$ cat src/design/single_line_write_back_cache_assert.svh
// ----------------------------------------------------------------------------
// single_line_write_back_cache assertion macros
// concurrent property checks, empty bodies in synthesis
// ----------------------------------------------------------------------------
`ifndef SINGLE_LINE_WRITE_BACK_CACHE_ASSERT_SVH
`define SINGLE_LINE_WRITE_BACK_CACHE_ASSERT_SVH

`ifndef SYNTHESIS

// same-cycle implication
`define SLWBC_ASSERT_IMPL(label, clk, rst_n, ante, cons) \
    label: assert property (@(posedge clk) disable iff (!(rst_n)) (ante) |-> (cons)) \
        else $error("slwbc assertion failed");

// next-cycle implication
`define SLWBC_ASSERT_NEXT(label, clk, rst_n, ante, cons) \
    label: assert property (@(posedge clk) disable iff (!(rst_n)) (ante) |=> (cons)) \
        else $error("slwbc assertion failed");

`else

`define SLWBC_ASSERT_IMPL(label, clk, rst_n, ante, cons)
`define SLWBC_ASSERT_NEXT(label, clk, rst_n, ante, cons)

`endif

`endif

$ cat src/design/slwbc_pkg.sv
// ----------------------------------------------------------------------------
// slwbc_pkg
// shared types and constants of the single-line write-back cache
// ----------------------------------------------------------------------------
package slwbc_pkg;

    localparam int LINE_BYTES_DEF = 8;
    localparam int ADDR_BITS_DEF  = 16;
    localparam int QUEUE_DEPTH    = 2;

    localparam int IN_DATA_W  = 104;
    localparam int OUT_DATA_W = 56;
    localparam int CFG_IDX_W  = 2;
    localparam int CFG_DATA_W = 16;

    typedef enum logic [1:0] {
        OP_LOAD  = 2'd0,
        OP_STORE = 2'd1,
        OP_FILL  = 2'd2,
        OP_GRANT = 2'd3
    } t_op;

    typedef enum logic [2:0] {
        KIND_DONE      = 3'd0,
        KIND_FETCH     = 3'd1,
        KIND_FLUSH_REQ = 3'd2,
        KIND_MEM_WRITE = 3'd3,
        KIND_FWD_READ  = 3'd4,
        KIND_FWD_WRITE = 3'd5
    } t_kind;

    typedef enum logic [1:0] {
        CFG_ENABLE     = 2'd0,
        CFG_CTRL_ADDR  = 2'd1,
        CFG_FLUSH_WAIT = 2'd2
    } t_cfg_idx;

    typedef enum logic {
        BS_IDLE  = 1'b0,
        BS_FLUSH = 1'b1
    } t_back_state;

    typedef struct packed {
        logic        enable;
        logic [15:0] control_address;
        logic [15:0] flush_wait;
    } t_cfg;

    typedef struct packed {
        t_op         op;
        logic [15:0] address;
        logic [7:0]  store_data;
        logic [7:0]  access_count;
        logic [63:0] fill_line;
        logic [7:0]  fill_byte;
    } t_item;

    typedef struct packed {
        t_kind       kind;
        logic [7:0]  read_data;
        logic [15:0] mem_address;
        logic [7:0]  mem_data;
        logic [7:0]  mem_count;
        logic [15:0] wait_time;
        logic        last;
    } t_result;

endpackage

$ cat src/design/slwbc_front.sv
// ----------------------------------------------------------------------------
// slwbc_front
// accepts input beats, masks the address, splits it into line tag and
// byte offset, flags the control address and hands items to the queue
// ----------------------------------------------------------------------------
module slwbc_front #(
    parameter int  LINE_BYTES = slwbc_pkg::LINE_BYTES_DEF,
    parameter int  ADDR_BITS  = slwbc_pkg::ADDR_BITS_DEF,
    localparam int AW         = (ADDR_BITS < 16) ? ADDR_BITS : 16,
    localparam int TAG_W      = $clog2(((1 << AW) - 1) / LINE_BYTES + 1),
    localparam int OFF_W      = (LINE_BYTES > 1) ? $clog2(LINE_BYTES) : 1
) (
    input  logic                             i_clk,
    input  logic                             i_rst_n,
    input  logic [15:0]                      i_ctrl_addr,
    input  logic                             i_valid,
    output logic                             o_ready,
    input  logic [slwbc_pkg::IN_DATA_W-1:0]  i_data,
    input  logic [1:0]                       i_user,
    output logic                             o_valid,
    input  logic                             i_ready,
    output slwbc_pkg::t_item                 o_item,
    output logic [TAG_W-1:0]                 o_tag,
    output logic [OFF_W-1:0]                 o_off,
    output logic                             o_ctrl
);

    localparam int SHIFT    = AW + 3;
    localparam int RECIP    = ((1 << SHIFT) + LINE_BYTES - 1) / LINE_BYTES;
    localparam int RECIP_W  = SHIFT + 1;
    localparam int PROD_W   = AW + RECIP_W;
    localparam int ADDR_MSK = (1 << AW) - 1;

    logic                 r_valid;
    slwbc_pkg::t_item     r_item;
    logic [TAG_W-1:0]     r_tag;
    logic                 r_ctrl;

    logic                 accept;
    logic [15:0]          addr_m;
    logic [PROD_W-1:0]    prod;
    logic [AW-1:0]        base;
    logic [AW-1:0]        rem;

    assign o_ready = !r_valid || i_ready;
    assign accept  = i_valid && o_ready;

    assign addr_m = i_data[15:0] & 16'(ADDR_MSK);
    // division by the line size as multiply by reciprocal
    assign prod   = PROD_W'(addr_m[AW-1:0]) * PROD_W'(RECIP);

    always_ff @(posedge i_clk) begin
        if (!i_rst_n) begin
            r_valid <= 1'b0;
        end else if (accept) begin
            r_valid <= 1'b1;
        end else if (i_ready) begin
            r_valid <= 1'b0;
        end
    end

    always_ff @(posedge i_clk) begin
        if (accept) begin
            r_item.op           <= slwbc_pkg::t_op'(i_user);
            r_item.address      <= addr_m;
            r_item.store_data   <= i_data[23:16];
            r_item.access_count <= i_data[31:24];
            r_item.fill_line    <= i_data[95:32];
            r_item.fill_byte    <= i_data[103:96];
            r_tag               <= prod[SHIFT +: TAG_W];
            r_ctrl              <= (addr_m == i_ctrl_addr);
        end
    end

    assign base = AW'(AW'(r_tag) * AW'(LINE_BYTES));
    assign rem  = r_item.address[AW-1:0] - base;

    assign o_valid = r_valid;
    assign o_item  = r_item;
    assign o_tag   = r_tag;
    assign o_off   = rem[OFF_W-1:0];
    assign o_ctrl  = r_ctrl;

endmodule

$ cat src/design/slwbc_fifo.sv
// ----------------------------------------------------------------------------
// slwbc_fifo
// small register queue between the front and the back
// ----------------------------------------------------------------------------
module slwbc_fifo #(
    parameter int WIDTH = 8,
    parameter int DEPTH = slwbc_pkg::QUEUE_DEPTH
) (
    input  logic             i_clk,
    input  logic             i_rst_n,
    input  logic             i_in_valid,
    output logic             o_in_ready,
    input  logic [WIDTH-1:0] i_in_data,
    output logic             o_out_valid,
    input  logic             i_out_ready,
    output logic [WIDTH-1:0] o_out_data
);

    localparam int PTR_W = (DEPTH > 1) ? $clog2(DEPTH) : 1;
    localparam int CNT_W = $clog2(DEPTH + 1);

    logic [WIDTH-1:0] r_mem [DEPTH];
    logic [PTR_W-1:0] r_wr;
    logic [PTR_W-1:0] r_rd;
    logic [CNT_W-1:0] r_count;

    logic push;
    logic pop;

    assign o_in_ready  = (r_count != CNT_W'(DEPTH));
    assign o_out_valid = (r_count != '0);
    assign o_out_data  = r_mem[r_rd];

    assign push = i_in_valid && o_in_ready;
    assign pop  = o_out_valid && i_out_ready;

    always_ff @(posedge i_clk) begin
        if (!i_rst_n) begin
            r_wr    <= '0;
            r_rd    <= '0;
            r_count <= '0;
        end else begin
            if (push) begin
                r_wr <= (r_wr == PTR_W'(DEPTH - 1)) ? '0 : r_wr + PTR_W'(1);
            end
            if (pop) begin
                r_rd <= (r_rd == PTR_W'(DEPTH - 1)) ? '0 : r_rd + PTR_W'(1);
            end
            if (push && !pop) begin
                r_count <= r_count + CNT_W'(1);
            end else if (pop && !push) begin
                r_count <= r_count - CNT_W'(1);
            end
        end
    end

    always_ff @(posedge i_clk) begin
        if (push) begin
            r_mem[r_wr] <= i_in_data;
        end
    end

endmodule

$ cat src/design/slwbc_back.sv
// ----------------------------------------------------------------------------
// slwbc_back
// holds the cache line and carries out queued items; a flush grant walks
// the line one byte a cycle unless the output stalls; emits written bytes
// ----------------------------------------------------------------------------
module slwbc_back #(
    parameter int  LINE_BYTES = slwbc_pkg::LINE_BYTES_DEF,
    parameter int  ADDR_BITS  = slwbc_pkg::ADDR_BITS_DEF,
    localparam int AW         = (ADDR_BITS < 16) ? ADDR_BITS : 16,
    localparam int TAG_W      = $clog2(((1 << AW) - 1) / LINE_BYTES + 1),
    localparam int OFF_W      = (LINE_BYTES > 1) ? $clog2(LINE_BYTES) : 1
) (
    input  logic                  i_clk,
    input  logic                  i_rst_n,
    input  slwbc_pkg::t_cfg       i_cfg,
    input  logic                  i_q_valid,
    output logic                  o_q_pop,
    input  slwbc_pkg::t_item      i_item,
    input  logic [TAG_W-1:0]      i_tag,
    input  logic [OFF_W-1:0]      i_off,
    input  logic                  i_ctrl,
    output logic                  o_valid,
    input  logic                  i_ready,
    output slwbc_pkg::t_result    o_res
);

    localparam int IDX_W = $clog2(LINE_BYTES + 1);

    slwbc_pkg::t_back_state r_state, n_state;
    logic [IDX_W-1:0]       r_idx, n_idx;
    logic                   r_out_valid, n_out_valid;
    slwbc_pkg::t_result     r_out, n_out;
    logic [TAG_W-1:0]       r_tag, n_tag;
    logic [7:0]             r_bytes [LINE_BYTES];
    logic [7:0]             n_bytes [LINE_BYTES];
    logic [LINE_BYTES-1:0]  r_dirty, n_dirty;
    logic                   r_line_valid, n_line_valid;
    logic                   r_any, n_any;
    logic                   r_saf, n_saf;
    logic [TAG_W-1:0]       r_ptag, n_ptag;
    logic [OFF_W-1:0]       r_poff, n_poff;
    logic [7:0]             r_pbyte, n_pbyte;

    logic                   out_free;
    logic [OFF_W-1:0]       cur;
    logic [16:0]            fetch_base;
    logic [16:0]            wr_addr;
    logic [7:0]             fill_b [LINE_BYTES];
    slwbc_pkg::t_result     res;
    logic                   emit;

    assign out_free   = !r_out_valid || i_ready;
    assign cur        = r_idx[OFF_W-1:0];
    assign fetch_base = 17'(i_tag) * 17'(LINE_BYTES);
    assign wr_addr    = 17'(r_tag) * 17'(LINE_BYTES) + 17'(r_idx);

    always_comb begin
        for (int i = 0; i < LINE_BYTES; i++) begin
            fill_b[i] = i_item.fill_line[8*i +: 8];
        end
    end

    // next state
    always_comb begin
        n_state = r_state;
        case (r_state)
            slwbc_pkg::BS_IDLE: begin
                if (i_q_valid && i_item.op == slwbc_pkg::OP_GRANT) begin
                    n_state = slwbc_pkg::BS_FLUSH;
                end
            end
            slwbc_pkg::BS_FLUSH: begin
                if (out_free && r_idx == IDX_W'(LINE_BYTES)) begin
                    n_state = slwbc_pkg::BS_IDLE;
                end
            end
            default: n_state = slwbc_pkg::BS_IDLE;
        endcase
    end

    // outputs and line updates
    always_comb begin
        n_idx        = r_idx;
        n_tag        = r_tag;
        n_bytes      = r_bytes;
        n_dirty      = r_dirty;
        n_line_valid = r_line_valid;
        n_any        = r_any;
        n_saf        = r_saf;
        n_ptag       = r_ptag;
        n_poff       = r_poff;
        n_pbyte      = r_pbyte;
        n_out_valid  = r_out_valid && !i_ready;
        n_out        = r_out;
        o_q_pop      = 1'b0;
        emit         = 1'b0;
        res          = '0;

        case (r_state)
            slwbc_pkg::BS_IDLE: begin
                n_idx = '0;
                if (i_q_valid && out_free && i_item.op != slwbc_pkg::OP_GRANT) begin
                    o_q_pop  = 1'b1;
                    emit     = 1'b1;
                    res.last = 1'b1;
                    case (i_item.op)
                        slwbc_pkg::OP_LOAD: begin
                            n_ptag = i_tag;
                            n_poff = i_off;
                            if (!i_cfg.enable) begin
                                res.kind        = slwbc_pkg::KIND_FWD_READ;
                                res.mem_address = i_item.address;
                                res.mem_count   = i_item.access_count;
                            end else if (i_ctrl) begin
                                n_line_valid = 1'b0;
                                n_any        = 1'b0;
                                n_dirty      = '0;
                                res.kind     = slwbc_pkg::KIND_DONE;
                            end else if (i_tag == r_tag && r_line_valid) begin
                                res.kind      = slwbc_pkg::KIND_DONE;
                                res.read_data = r_bytes[i_off];
                            end else begin
                                n_tag           = i_tag;
                                res.kind        = slwbc_pkg::KIND_FETCH;
                                res.mem_address = fetch_base[15:0];
                                res.mem_count   = 8'(LINE_BYTES);
                            end
                        end
                        slwbc_pkg::OP_STORE: begin
                            n_ptag  = i_tag;
                            n_poff  = i_off;
                            n_pbyte = i_item.store_data;
                            if (!i_cfg.enable) begin
                                res.kind        = slwbc_pkg::KIND_FWD_WRITE;
                                res.mem_address = i_item.address;
                                res.mem_data    = i_item.store_data;
                                res.mem_count   = i_item.access_count;
                            end else if (i_ctrl) begin
                                res.kind      = slwbc_pkg::KIND_FLUSH_REQ;
                                res.wait_time = i_cfg.flush_wait;
                            end else if (i_tag == r_tag || !r_any) begin
                                // tag change drops the old line first
                                if (i_tag != r_tag) begin
                                    n_line_valid = 1'b0;
                                    n_dirty      = '0;
                                end
                                n_tag          = i_tag;
                                n_bytes[i_off] = i_item.store_data;
                                n_dirty[i_off] = 1'b1;
                                n_any          = 1'b1;
                                res.kind       = slwbc_pkg::KIND_DONE;
                            end else begin
                                n_saf         = 1'b1;
                                res.kind      = slwbc_pkg::KIND_FLUSH_REQ;
                                res.wait_time = i_cfg.flush_wait;
                            end
                        end
                        slwbc_pkg::OP_FILL: begin
                            res.kind = slwbc_pkg::KIND_DONE;
                            if (i_cfg.enable) begin
                                n_line_valid  = 1'b1;
                                n_bytes       = fill_b;
                                n_dirty       = '0;
                                res.read_data = fill_b[r_poff];
                            end else begin
                                res.read_data = i_item.fill_byte;
                            end
                        end
                        default: ;
                    endcase
                end
            end
            slwbc_pkg::BS_FLUSH: begin
                if (out_free) begin
                    if (r_idx != IDX_W'(LINE_BYTES)) begin
                        n_idx = r_idx + IDX_W'(1);
                        if (r_dirty[cur]) begin
                            emit            = 1'b1;
                            n_dirty[cur]    = 1'b0;
                            res.kind        = slwbc_pkg::KIND_MEM_WRITE;
                            res.mem_address = wr_addr[15:0];
                            res.mem_data    = r_bytes[cur];
                        end
                    end else begin
                        o_q_pop  = 1'b1;
                        emit     = 1'b1;
                        res.kind = slwbc_pkg::KIND_DONE;
                        res.last = 1'b1;
                        n_any    = 1'b0;
                        // pending store lands in a fresh line
                        if (r_saf) begin
                            n_saf           = 1'b0;
                            n_line_valid    = 1'b0;
                            n_dirty         = '0;
                            n_dirty[r_poff] = 1'b1;
                            n_tag           = r_ptag;
                            n_bytes[r_poff] = r_pbyte;
                            n_any           = 1'b1;
                        end
                    end
                end
            end
            default: ;
        endcase

        if (emit) begin
            n_out_valid = 1'b1;
            n_out       = res;
        end
    end

    always_ff @(posedge i_clk) begin
        if (!i_rst_n) begin
            r_state      <= slwbc_pkg::BS_IDLE;
            r_idx        <= '0;
            r_out_valid  <= 1'b0;
            r_tag        <= '0;
            r_dirty      <= '0;
            r_line_valid <= 1'b0;
            r_any        <= 1'b0;
            r_saf        <= 1'b0;
            r_ptag       <= '0;
            r_poff       <= '0;
            r_pbyte      <= '0;
        end else begin
            r_state      <= n_state;
            r_idx        <= n_idx;
            r_out_valid  <= n_out_valid;
            r_tag        <= n_tag;
            r_dirty      <= n_dirty;
            r_line_valid <= n_line_valid;
            r_any        <= n_any;
            r_saf        <= n_saf;
            r_ptag       <= n_ptag;
            r_poff       <= n_poff;
            r_pbyte      <= n_pbyte;
        end
    end

    always_ff @(posedge i_clk) begin
        r_out   <= n_out;
        r_bytes <= n_bytes;
    end

    assign o_valid = r_out_valid;
    assign o_res   = r_out;

endmodule

$ cat src/design/single_line_write_back_cache.sv
// ----------------------------------------------------------------------------
// single_line_write_back_cache
// one-line write-back byte cache between a cpu and memory
// ----------------------------------------------------------------------------
//  channel   direction  beat content
//  s_axis    in         tuser opcode, tdata address/store/count/line/byte
//  m_axis    out        tuser kind, tdata memory request or cpu answer, tlast
//  cfg       in         register index and write data
//
//  load, store and fill: one result, via front, queue and result registers;
//  one item a cycle while no result stalls and no flush grant runs
//  flush grant: the back walks the line byte by byte, then emits a done beat
//  reset: synchronous, no clearing pass, the block is ready at once
//  a stalled result holds the back; the two-entry queue keeps input open
// ----------------------------------------------------------------------------
`include "single_line_write_back_cache_assert.svh"

module single_line_write_back_cache #(
    parameter int LINE_BYTES = slwbc_pkg::LINE_BYTES_DEF,
    parameter int ADDR_BITS  = slwbc_pkg::ADDR_BITS_DEF
) (
    input  logic                              i_clk,
    input  logic                              i_rst_n,
    input  logic                              i_s_axis_tvalid,
    output logic                              o_s_axis_tready,
    // address, store_data, access_count, fill_line, fill_byte
    input  logic [slwbc_pkg::IN_DATA_W-1:0]   i_s_axis_tdata,
    // opcode
    input  logic [1:0]                        i_s_axis_tuser,
    output logic                              o_m_axis_tvalid,
    input  logic                              i_m_axis_tready,
    // read_data, mem_address, mem_data, mem_count, wait_time
    output logic [slwbc_pkg::OUT_DATA_W-1:0]  o_m_axis_tdata,
    // kind
    output logic [2:0]                        o_m_axis_tuser,
    output logic                              o_m_axis_tlast,
    input  logic                              i_cfg_valid,
    output logic                              o_cfg_ready,
    input  logic [slwbc_pkg::CFG_IDX_W-1:0]   i_cfg_index,
    input  logic [slwbc_pkg::CFG_DATA_W-1:0]  i_cfg_data
);

    localparam int AW     = (ADDR_BITS < 16) ? ADDR_BITS : 16;
    localparam int TAG_W  = $clog2(((1 << AW) - 1) / LINE_BYTES + 1);
    localparam int OFF_W  = (LINE_BYTES > 1) ? $clog2(LINE_BYTES) : 1;
    localparam int ITEM_W = $bits(slwbc_pkg::t_item);
    localparam int QW     = ITEM_W + TAG_W + OFF_W + 1;

    slwbc_pkg::t_cfg    r_cfg;

    logic               f_valid;
    logic               f_ready;
    slwbc_pkg::t_item   f_item;
    logic [TAG_W-1:0]   f_tag;
    logic [OFF_W-1:0]   f_off;
    logic               f_ctrl;

    logic [QW-1:0]      q_in;
    logic [QW-1:0]      q_out;
    logic               q_valid;
    logic               q_pop;

    slwbc_pkg::t_result b_res;
    logic               b_valid;

    assign o_cfg_ready = 1'b1;

    always_ff @(posedge i_clk) begin
        if (!i_rst_n) begin
            r_cfg.enable          <= 1'b0;
            r_cfg.control_address <= 16'h00ff;
            r_cfg.flush_wait      <= '0;
        end else if (i_cfg_valid) begin
            case (i_cfg_index)
                slwbc_pkg::CFG_ENABLE:     r_cfg.enable          <= i_cfg_data[0];
                slwbc_pkg::CFG_CTRL_ADDR:  r_cfg.control_address <= i_cfg_data;
                slwbc_pkg::CFG_FLUSH_WAIT: r_cfg.flush_wait      <= i_cfg_data;
                default: ;
            endcase
        end
    end

    slwbc_front #(
        .LINE_BYTES (LINE_BYTES),
        .ADDR_BITS  (ADDR_BITS)
    ) u_front (
        .i_clk       (i_clk),
        .i_rst_n     (i_rst_n),
        .i_ctrl_addr (r_cfg.control_address),
        .i_valid     (i_s_axis_tvalid),
        .o_ready     (o_s_axis_tready),
        .i_data      (i_s_axis_tdata),
        .i_user      (i_s_axis_tuser),
        .o_valid     (f_valid),
        .i_ready     (f_ready),
        .o_item      (f_item),
        .o_tag       (f_tag),
        .o_off       (f_off),
        .o_ctrl      (f_ctrl)
    );

    assign q_in = {f_ctrl, f_off, f_tag, f_item};

    slwbc_fifo #(
        .WIDTH (QW),
        .DEPTH (slwbc_pkg::QUEUE_DEPTH)
    ) u_queue (
        .i_clk       (i_clk),
        .i_rst_n     (i_rst_n),
        .i_in_valid  (f_valid),
        .o_in_ready  (f_ready),
        .i_in_data   (q_in),
        .o_out_valid (q_valid),
        .i_out_ready (q_pop),
        .o_out_data  (q_out)
    );

    slwbc_back #(
        .LINE_BYTES (LINE_BYTES),
        .ADDR_BITS  (ADDR_BITS)
    ) u_back (
        .i_clk     (i_clk),
        .i_rst_n   (i_rst_n),
        .i_cfg     (r_cfg),
        .i_q_valid (q_valid),
        .o_q_pop   (q_pop),
        .i_item    (slwbc_pkg::t_item'(q_out[ITEM_W-1:0])),
        .i_tag     (q_out[ITEM_W +: TAG_W]),
        .i_off     (q_out[ITEM_W + TAG_W +: OFF_W]),
        .i_ctrl    (q_out[QW-1]),
        .o_valid   (b_valid),
        .i_ready   (i_m_axis_tready),
        .o_res     (b_res)
    );

    assign o_m_axis_tvalid = b_valid;
    assign o_m_axis_tuser  = b_res.kind;
    assign o_m_axis_tlast  = b_res.last;
    assign o_m_axis_tdata  = {b_res.wait_time, b_res.mem_count, b_res.mem_data,
                              b_res.mem_address, b_res.read_data};

    // only a memory write beat is followed by more beats of the same item
    `SLWBC_ASSERT_IMPL(a_last_kind, i_clk, i_rst_n, o_m_axis_tvalid, o_m_axis_tlast == (o_m_axis_tuser != slwbc_pkg::KIND_MEM_WRITE))
    // cpu data only on a done beat
    `SLWBC_ASSERT_IMPL(a_read_data_done, i_clk, i_rst_n, o_m_axis_tvalid && (o_m_axis_tuser != slwbc_pkg::KIND_DONE), o_m_axis_tdata[7:0] == 8'd0)
    // wait time only on a flush request
    `SLWBC_ASSERT_IMPL(a_wait_flush, i_clk, i_rst_n, o_m_axis_tvalid && (o_m_axis_tuser != slwbc_pkg::KIND_FLUSH_REQ), o_m_axis_tdata[55:40] == 16'd0)

endmodule
$ cat config.mk
export PLATFORM = sky130hd
export DESIGN_NAME = single_line_write_back_cache
export DESIGN_NICKNAME = d
export VERILOG_FILES = /design/src/design/slwbc_pkg.sv /design/src/design/slwbc_front.sv /design/src/design/slwbc_fifo.sv /design/src/design/slwbc_back.sv /design/src/design/single_line_write_back_cache.sv
export VERILOG_INCLUDE_DIRS = /design/src /design/src/design
export SDC_FILE = /design/constraint.sdc
export NUM_CORES = 1
export LEC_CHECK = 0
export BUFFER_PORTS_ARGS = -buffer_cell sky130_fd_sc_hd__buf_2
export CORE_ASPECT_RATIO = 0.8
export CORE_UTILIZATION = 55
export DETAILED_ROUTE_END_ITERATION = 8
export PLACE_DENSITY_LB_ADDON = 0.15
export SETUP_SLACK_MARGIN = 0.3
export SYNTH_ARGS = -nofsm -noshare
export SYNTH_HDL_FRONTEND = slang
export SYNTH_HIERARCHICAL = 1
export SYNTH_SLANG_ARGS = --single-unit
$ cat constraint.sdc
create_clock -name i_clk -period 7.2 [get_ports i_clk]
set_clock_uncertainty 0.1 [all_clocks]
set_input_delay 1.08 -clock i_clk [delete_from_list [all_inputs] [get_ports i_clk]]
set_output_delay 1.08 -clock i_clk [all_outputs]
set_load 0.05 [all_outputs]
==> Yosys cells after proc, flatten, opt, wreduce, memory -nomap -nowiden <==
Memory sizes are Yosys's and may differ from the RTL's. A register that Yosys moved wholly into a read port is not among the register bits.
Index checks and enable logic that the tools add are counted.
{ "word_totals": {"memories": 1, "register_bits": 336, "inputBits": 129, "word_cells": 305, "mem_bits_rw": 246} }
{ "classes": {"n_mux": 155, "add_sub_neg": 7, "n_eq_ne": 35, "n_lt_le_gt_ge": 11, "reduce_logical": 45, "bitwise_logic": 10} }
{ "memory_table": {"columns": ["memory", "words", "width", "rd", "rd_clocked_by_memory_dff", "write_ports", "line_no", "text"], "rows": [
  ["u_queue.r_mem", 2, 123, 1, 1, 1, "slwbc_fifo.sv:22", "logic [WIDTH-1:0] r_mem [DEPTH];"]
]} }
{ "op_table": {"columns": ["op", "count"], "rows": [
  ["two-way mux 64 bit", 8],
  ["two-way mux 8 bit", 32],
  ["case mux 64 bit (2 select lines)", 2],
  ["two-way mux 13 bit", 10],
  ["bitwise mux 64 bit", 2],
  ["two-way mux 16 bit", 6],
  ["two-way mux 24 bit", 4],
  ["binary-select mux 8 bit (select 3 bit)", 3],
  ["two-way mux 60 bit", 1],
  ["case mux 13 bit (2 select lines)", 2],
  ["demux 8 bit (select 3 bit)", 2],
  ["case mux 24 bit (2 select lines)", 1],
  ["case mux 8 bit (2 select lines)", 3],
  ["two-way mux 1 bit", 47],
  ["inequality test 3 bit, second input constant", 11],
  ["two-way mux 32 bit", 1],
  ["case mux 16 bit (2 select lines)", 1],
  ["case mux 8 bit (3 select lines)", 1],
  ["AND reduction 11 bit", 2],
  ["inequality test 2 bit, second input constant", 10],
  ["AND reduction 9 bit", 2],
  ["adder 16 x 4 -> 16 bit", 1],
  ["== test 16 bit", 1],
  ["logical AND 1 bit", 16],
  ["41 further kinds", 94]
]} }

==> Depth between registers and ports, before layout <==
{ "depth": {"word_depth": 15, "ltp_mapped": 12} }

==> By module <==
The synthesis kept the hierarchy.
{ "modules_own_cells": {"columns": ["module", "seq_area_each_um2", "instances", "cells_per_inst", "area_per_inst_um2"], "rows": [
  ["slwbc_back", 4804.6, 1, 1018, 10043.4],
  ["slwbc_fifo", 7487.2, 1, 407, 9407.8],
  ["slwbc_front", 3233.1, 1, 149, 3554.7],
  ["single_line_write_back_cache", 660.6, 1, 140, 1358.8]
]} }

==> Least setup slack after synthesis <==
No wires, ideal clock.
{ "synth_timing": {"path_type": "register to register", "start": "reg u_back.r_idx[0]", "end": "reg u_back.r_out (netlist bit u_back/o_res[0]) (enable)", "t_required_ns": 6.539, "period_less_slack_ns": 6.197, "setup_ns": 0.561, "slack_ns": 1.003, "arrival_ns": 5.537, "path_buffers": 1, "stages_incl_launch_ff": 8, "path_cell_list": "dfxtp_1 inv_1 clkbuf_1 ha_1 nand2_1 nor2_1 o21ai_0 o21ai_0"} }
{ "synth_via": {"elab_chain_cells": 6, "elab_cells_between_ends": 7, "classes_between": "eq/ne (1); mux (6)"} }
{ "synth_lines": {"columns": ["item", "line_no", "text"], "rows": [
  ["start, declared", "slwbc_back.sv:30", "logic [IDX_W-1:0] r_idx, n_idx;"],
  ["start signal, assigned", "slwbc_back.sv:227", "r_idx <= n_idx;"],
  ["binary-select mux 1 bit (select 3 bit)", "slwbc_back.sv:177", "if (r_dirty[cur]) begin"],
  ["two-way mux 1 bit (not written as such)", "slwbc_back.sv:177", null],
  ["two-way mux 1 bit", "slwbc_back.sv:177", null],
  ["two-way mux 1 bit *", "slwbc_back.sv:175", "if (r_idx != IDX_W'(LINE_BYTES)) begin"],
  ["two-way mux 1 bit *", "slwbc_back.sv:174", "if (out_free) begin"],
  ["case mux 1 bit (2 select lines) *", "slwbc_back.sv:99", "case (r_state)"],
  ["named net u_back.emit", "slwbc_back.sv:50", "logic emit;"],
  ["end signal, assigned", "slwbc_back.sv:241", "r_out <= n_out;"],
  ["end, declared", "slwbc_back.sv:32", "slwbc_pkg::t_result r_out, n_out;"]
]} }
The timed path passes the listed nets; every way through them passes the cells marked *. The select of a mux whose other input is x is not followed.
A chain may end at the register's enable or synchronous reset.

==> qor.csv <==
stage,metric,value,unit
clock_network,cts-resized-gates,0,
pwr,p_clk_frac,0.302,
pwr,ir_drop,254,uV
setup_path,endpoint_kind,flop,
clock_network,cts_hold_repair.buffers,0,
finish,diodes,0,
clock_network,cts_max_level,2,
synth,synth-compound-area-share,0.0868,
clock_network,cts_tree,done,
drt,drt_iter0_markers,2355,
clock_network,clockBufferDepth,3,
finish,final_cell_area,0.0274,mm^2
global_routing,antenna_found_initial,2,
sta,whs,0.338,ns
pwr,pwr-share-seq,0.438,
finish,fin_cells,2463,
setup_path,worstReg2RegEnd,u_back/r_bytes[43],
sta,hold_violations,0,
outcome,outcome,completed,
synth,syn_inst,1714,
sta,rsz0062_at_grt,no,
setup_path,critPathLaunchType,flop,
global_routing,track_usage,0.281,
synth,synthAdderAreaFrac,0.00257,
clock_network,cts-root-buf,clkbuf_16,
sta,worst_slew_pin_slew,1.24,ns
global_routing,grt_max_degree,81,
flow_run,maxCapViolCount,0,
drt,first_pass_iters,8,
synth,netlist-cell-type-count,74,
synth,syn_area_per_cell,14.2,um^2
pwr,p_int,6.53,mW
drt,dr_total_vias,15500,
synth,ys_async_sr_fraction,0,
setup_path,path_max_fanout,53,
finish,mostFrequentLayoutCells,"edfxtp_1, nand2_1, buf_2",
synth,syn_area,0.0244,mm^2
synth,synthSimpleGateAreaFrac,0.0852,
finish,nNetsFinal,1996,
synth,synth_top_family_by_area,multiplexers,
synth,synthMuxAreaShare,0.113,
min_path,hp-class,flop to flop,
finish,layout_commonest_cell,edfxtp_1,
setup_path,crit_type,flop to flop,
pwr,combPwrFrac,0.260,
min_path,min-delay-start,u_front/o_item[67],
clock_network,insertion_delay,0.61,ns
die,start_util,0.562,
finish,final_util,0.631,
drt,drc_errors,0,
finish,area_growth,12.4,%
placement,placed_cells,2364,
clock_network,clk_pin_slew,0.06,ns
die,core_area,0.0434,mm^2
global_routing,grt_overflow_total,0,
synth,ys_seq_area_frac,0.664,
synth,synth_edf_count,477,
pwr,p_sw,3.15,mW
pwr,power_density,353,mW/mm^2
clock_network,cts_setup_buffers,0,
die,die_h,190,um
setup_path,required,7.31,ns
die,fp.dieW,237,um
global_routing,grt_pass1_vias,14300,
sta,fin_crit,4.58,ns
finish,layout-drive-gt1-share,0.249,
setup_path,ff2ff_path_depth,5,
synth,synthFlopType,edfxtp_1,
drt,wl,63600,um
placement,place_area,0.0256,mm^2
drt,vias_per_cell,6.29,
pwr,p_leak,9.55,nW
placement,dpl.hpwl,44800,um
drt,route.antenna.remaining_nets,0,
min_path,hold_end,u_queue/r_mem[1][67],
clock_network,cts_buffers,56,
pwr,swShare,0.326,
drt,drt-wirelength-per-cell,25.8,um
clock_network,cts.sinks,570,
sta,slew_headroom,0.171,
sta,slew_viol_final,0,
setup_path,arrival,4.69,ns
global_routing,grt_pass1_wl,93300,um
sta,fmax,218,MHz
synth,synth-seq-cells,570,
synth,syn_nets,1848,
die,std_cell_rows,68,
sta,setup_viol,0,
die,dieArea,0.0452,mm^2
sta,period_share,0.636,
min_path,hold_path_depth,0,
synth,synthXorXnorAreaFrac,0.0165,
die,io_pins,192,
synth,yosysWarnings,6,
sta,final.setup.tns,0,ns
placement,port_buffers,190,
setup_path,rrSetupSlack,2.62,ns
placement,place_congestion,0.978,
-- worst max-delay path by stage --
stage | from | endpoint
final | flop | u_back/r_bytes[43]
after global routing | flop | u_back/r_bytes[43]
after CTS | flop | u_back/r_bytes[43]
after detailed placement | flop | u_back/r_bytes[46]
after global placement | flop | u_back/r_bytes[42]
after floorplan | u_back/r_idx[0] | u_back/o_res[0]
-- cells by family (layout without fill, tap and decap cells) --
logic type | count (synthesis) | after routing
flops | 570 | 570
simple gates | 437 | 437
compound gates | 292 | 292
mux | 215 | 215
buf+inv | 149 | 338
xor+xnor | 45 | 45
fa+ha+maj | 5 | 5
other cells | 1 | 1
-- cell usage after synthesis, types with 12 or more instances --
cell	number	area share
a21oi_1	53	0.011
a221oi_1	16	0.0058
and2_1	39	0.010
buf_1	12	0.0018
buf_4	19	0.0059
clkbuf_1	65	0.010
dfxtp_1	93	0.076
edfxtp_1	477	0.59
inv_1	26	0.0040
mux2_2	70	0.032
mux2_4	70	0.043
mux2i_1	61	0.025
mux4_2	14	0.013
nand2_1	240	0.037
nand3_1	21	0.0043
nor2_1	43	0.0066
o211ai_1	31	0.0096
o21ai_0	44	0.0090
o221ai_1	77	0.028
o22ai_1	16	0.0041
or2_2	13	0.0033
xnor2_1	34	0.012
-- critical path, cell delays in order (launching register included) --
cell and delay [ns]:
dfxtp_4 0.77, buf_4 0.79, mux2_2 0.65, nand2b_1 0.29, or2_2 0.43, a221oi_1 1.07
-- layout make-up --
type | instances | area (um^2)
flip-flops and latches | 570 | 16200
fillers | 3246 | 16000
multi-input cells | 995 | 7450
clock buffers | 77 | 1550
repair buffers | 210 | 1100
well taps | 560 | 701
clock inverters | 22 | 274
inverters | 29 | 111
-- routing by layer --
layer	share of wire	vias up	global-route usage
li1	-	6818	-
met1	0.46	7649	0.459
met2	0.40	930	0.372
met3	0.12	91	0.0704
met4	0.016	2	0.0598
met5	0.00020	-	0
-- through the flow --
| stage | total power [mW] | worst slack, ns |
|---|---|---|
| 6_report | 9.68 | 2.62 |
| 5_1_grt | 10.0 | 2.36 |
| 4_1_cts | 9.67 | 2.58 |
| 3_5_place_dp | 6.77 | 2.60 |
| 3_3_place_gp | 6.74 | 2.72 |
| 2_1_floorplan | 6.08 | 1.00 |
-- power by group through the flow --
| stage | combinational [mW] | clock (mW) | sequential [mW] |
|---|---|---|---|
| finish | 2.51 | 2.92 | 4.24 |
| global route | 2.63 | 3.09 | 4.27 |
| CTS | 2.46 | 2.96 | 4.24 |
| detailed placement | 2.46 | 0 | 4.31 |
| global placement | 2.45 | 0 | 4.30 |
| floorplan | 1.33 | 0 | 4.75 |
-- flip-flops by register name, indices dropped and copies added (netlist names), 2 cells and up, named ones only --
register,flops
u_back/r_bytes,64
u_back/r_poff,3
u_back/o_res,60
u_queue/r_count,2
u_queue/r_mem,246
u_back/r_tag,13
u_back/r_pbyte,8
u_back/r_ptag,13
u_front/o_item,106
u_back/r_dirty,8
r_cfg,33
u_back/r_idx,4
No activity file was read; power rests on OpenSTA's default activity.
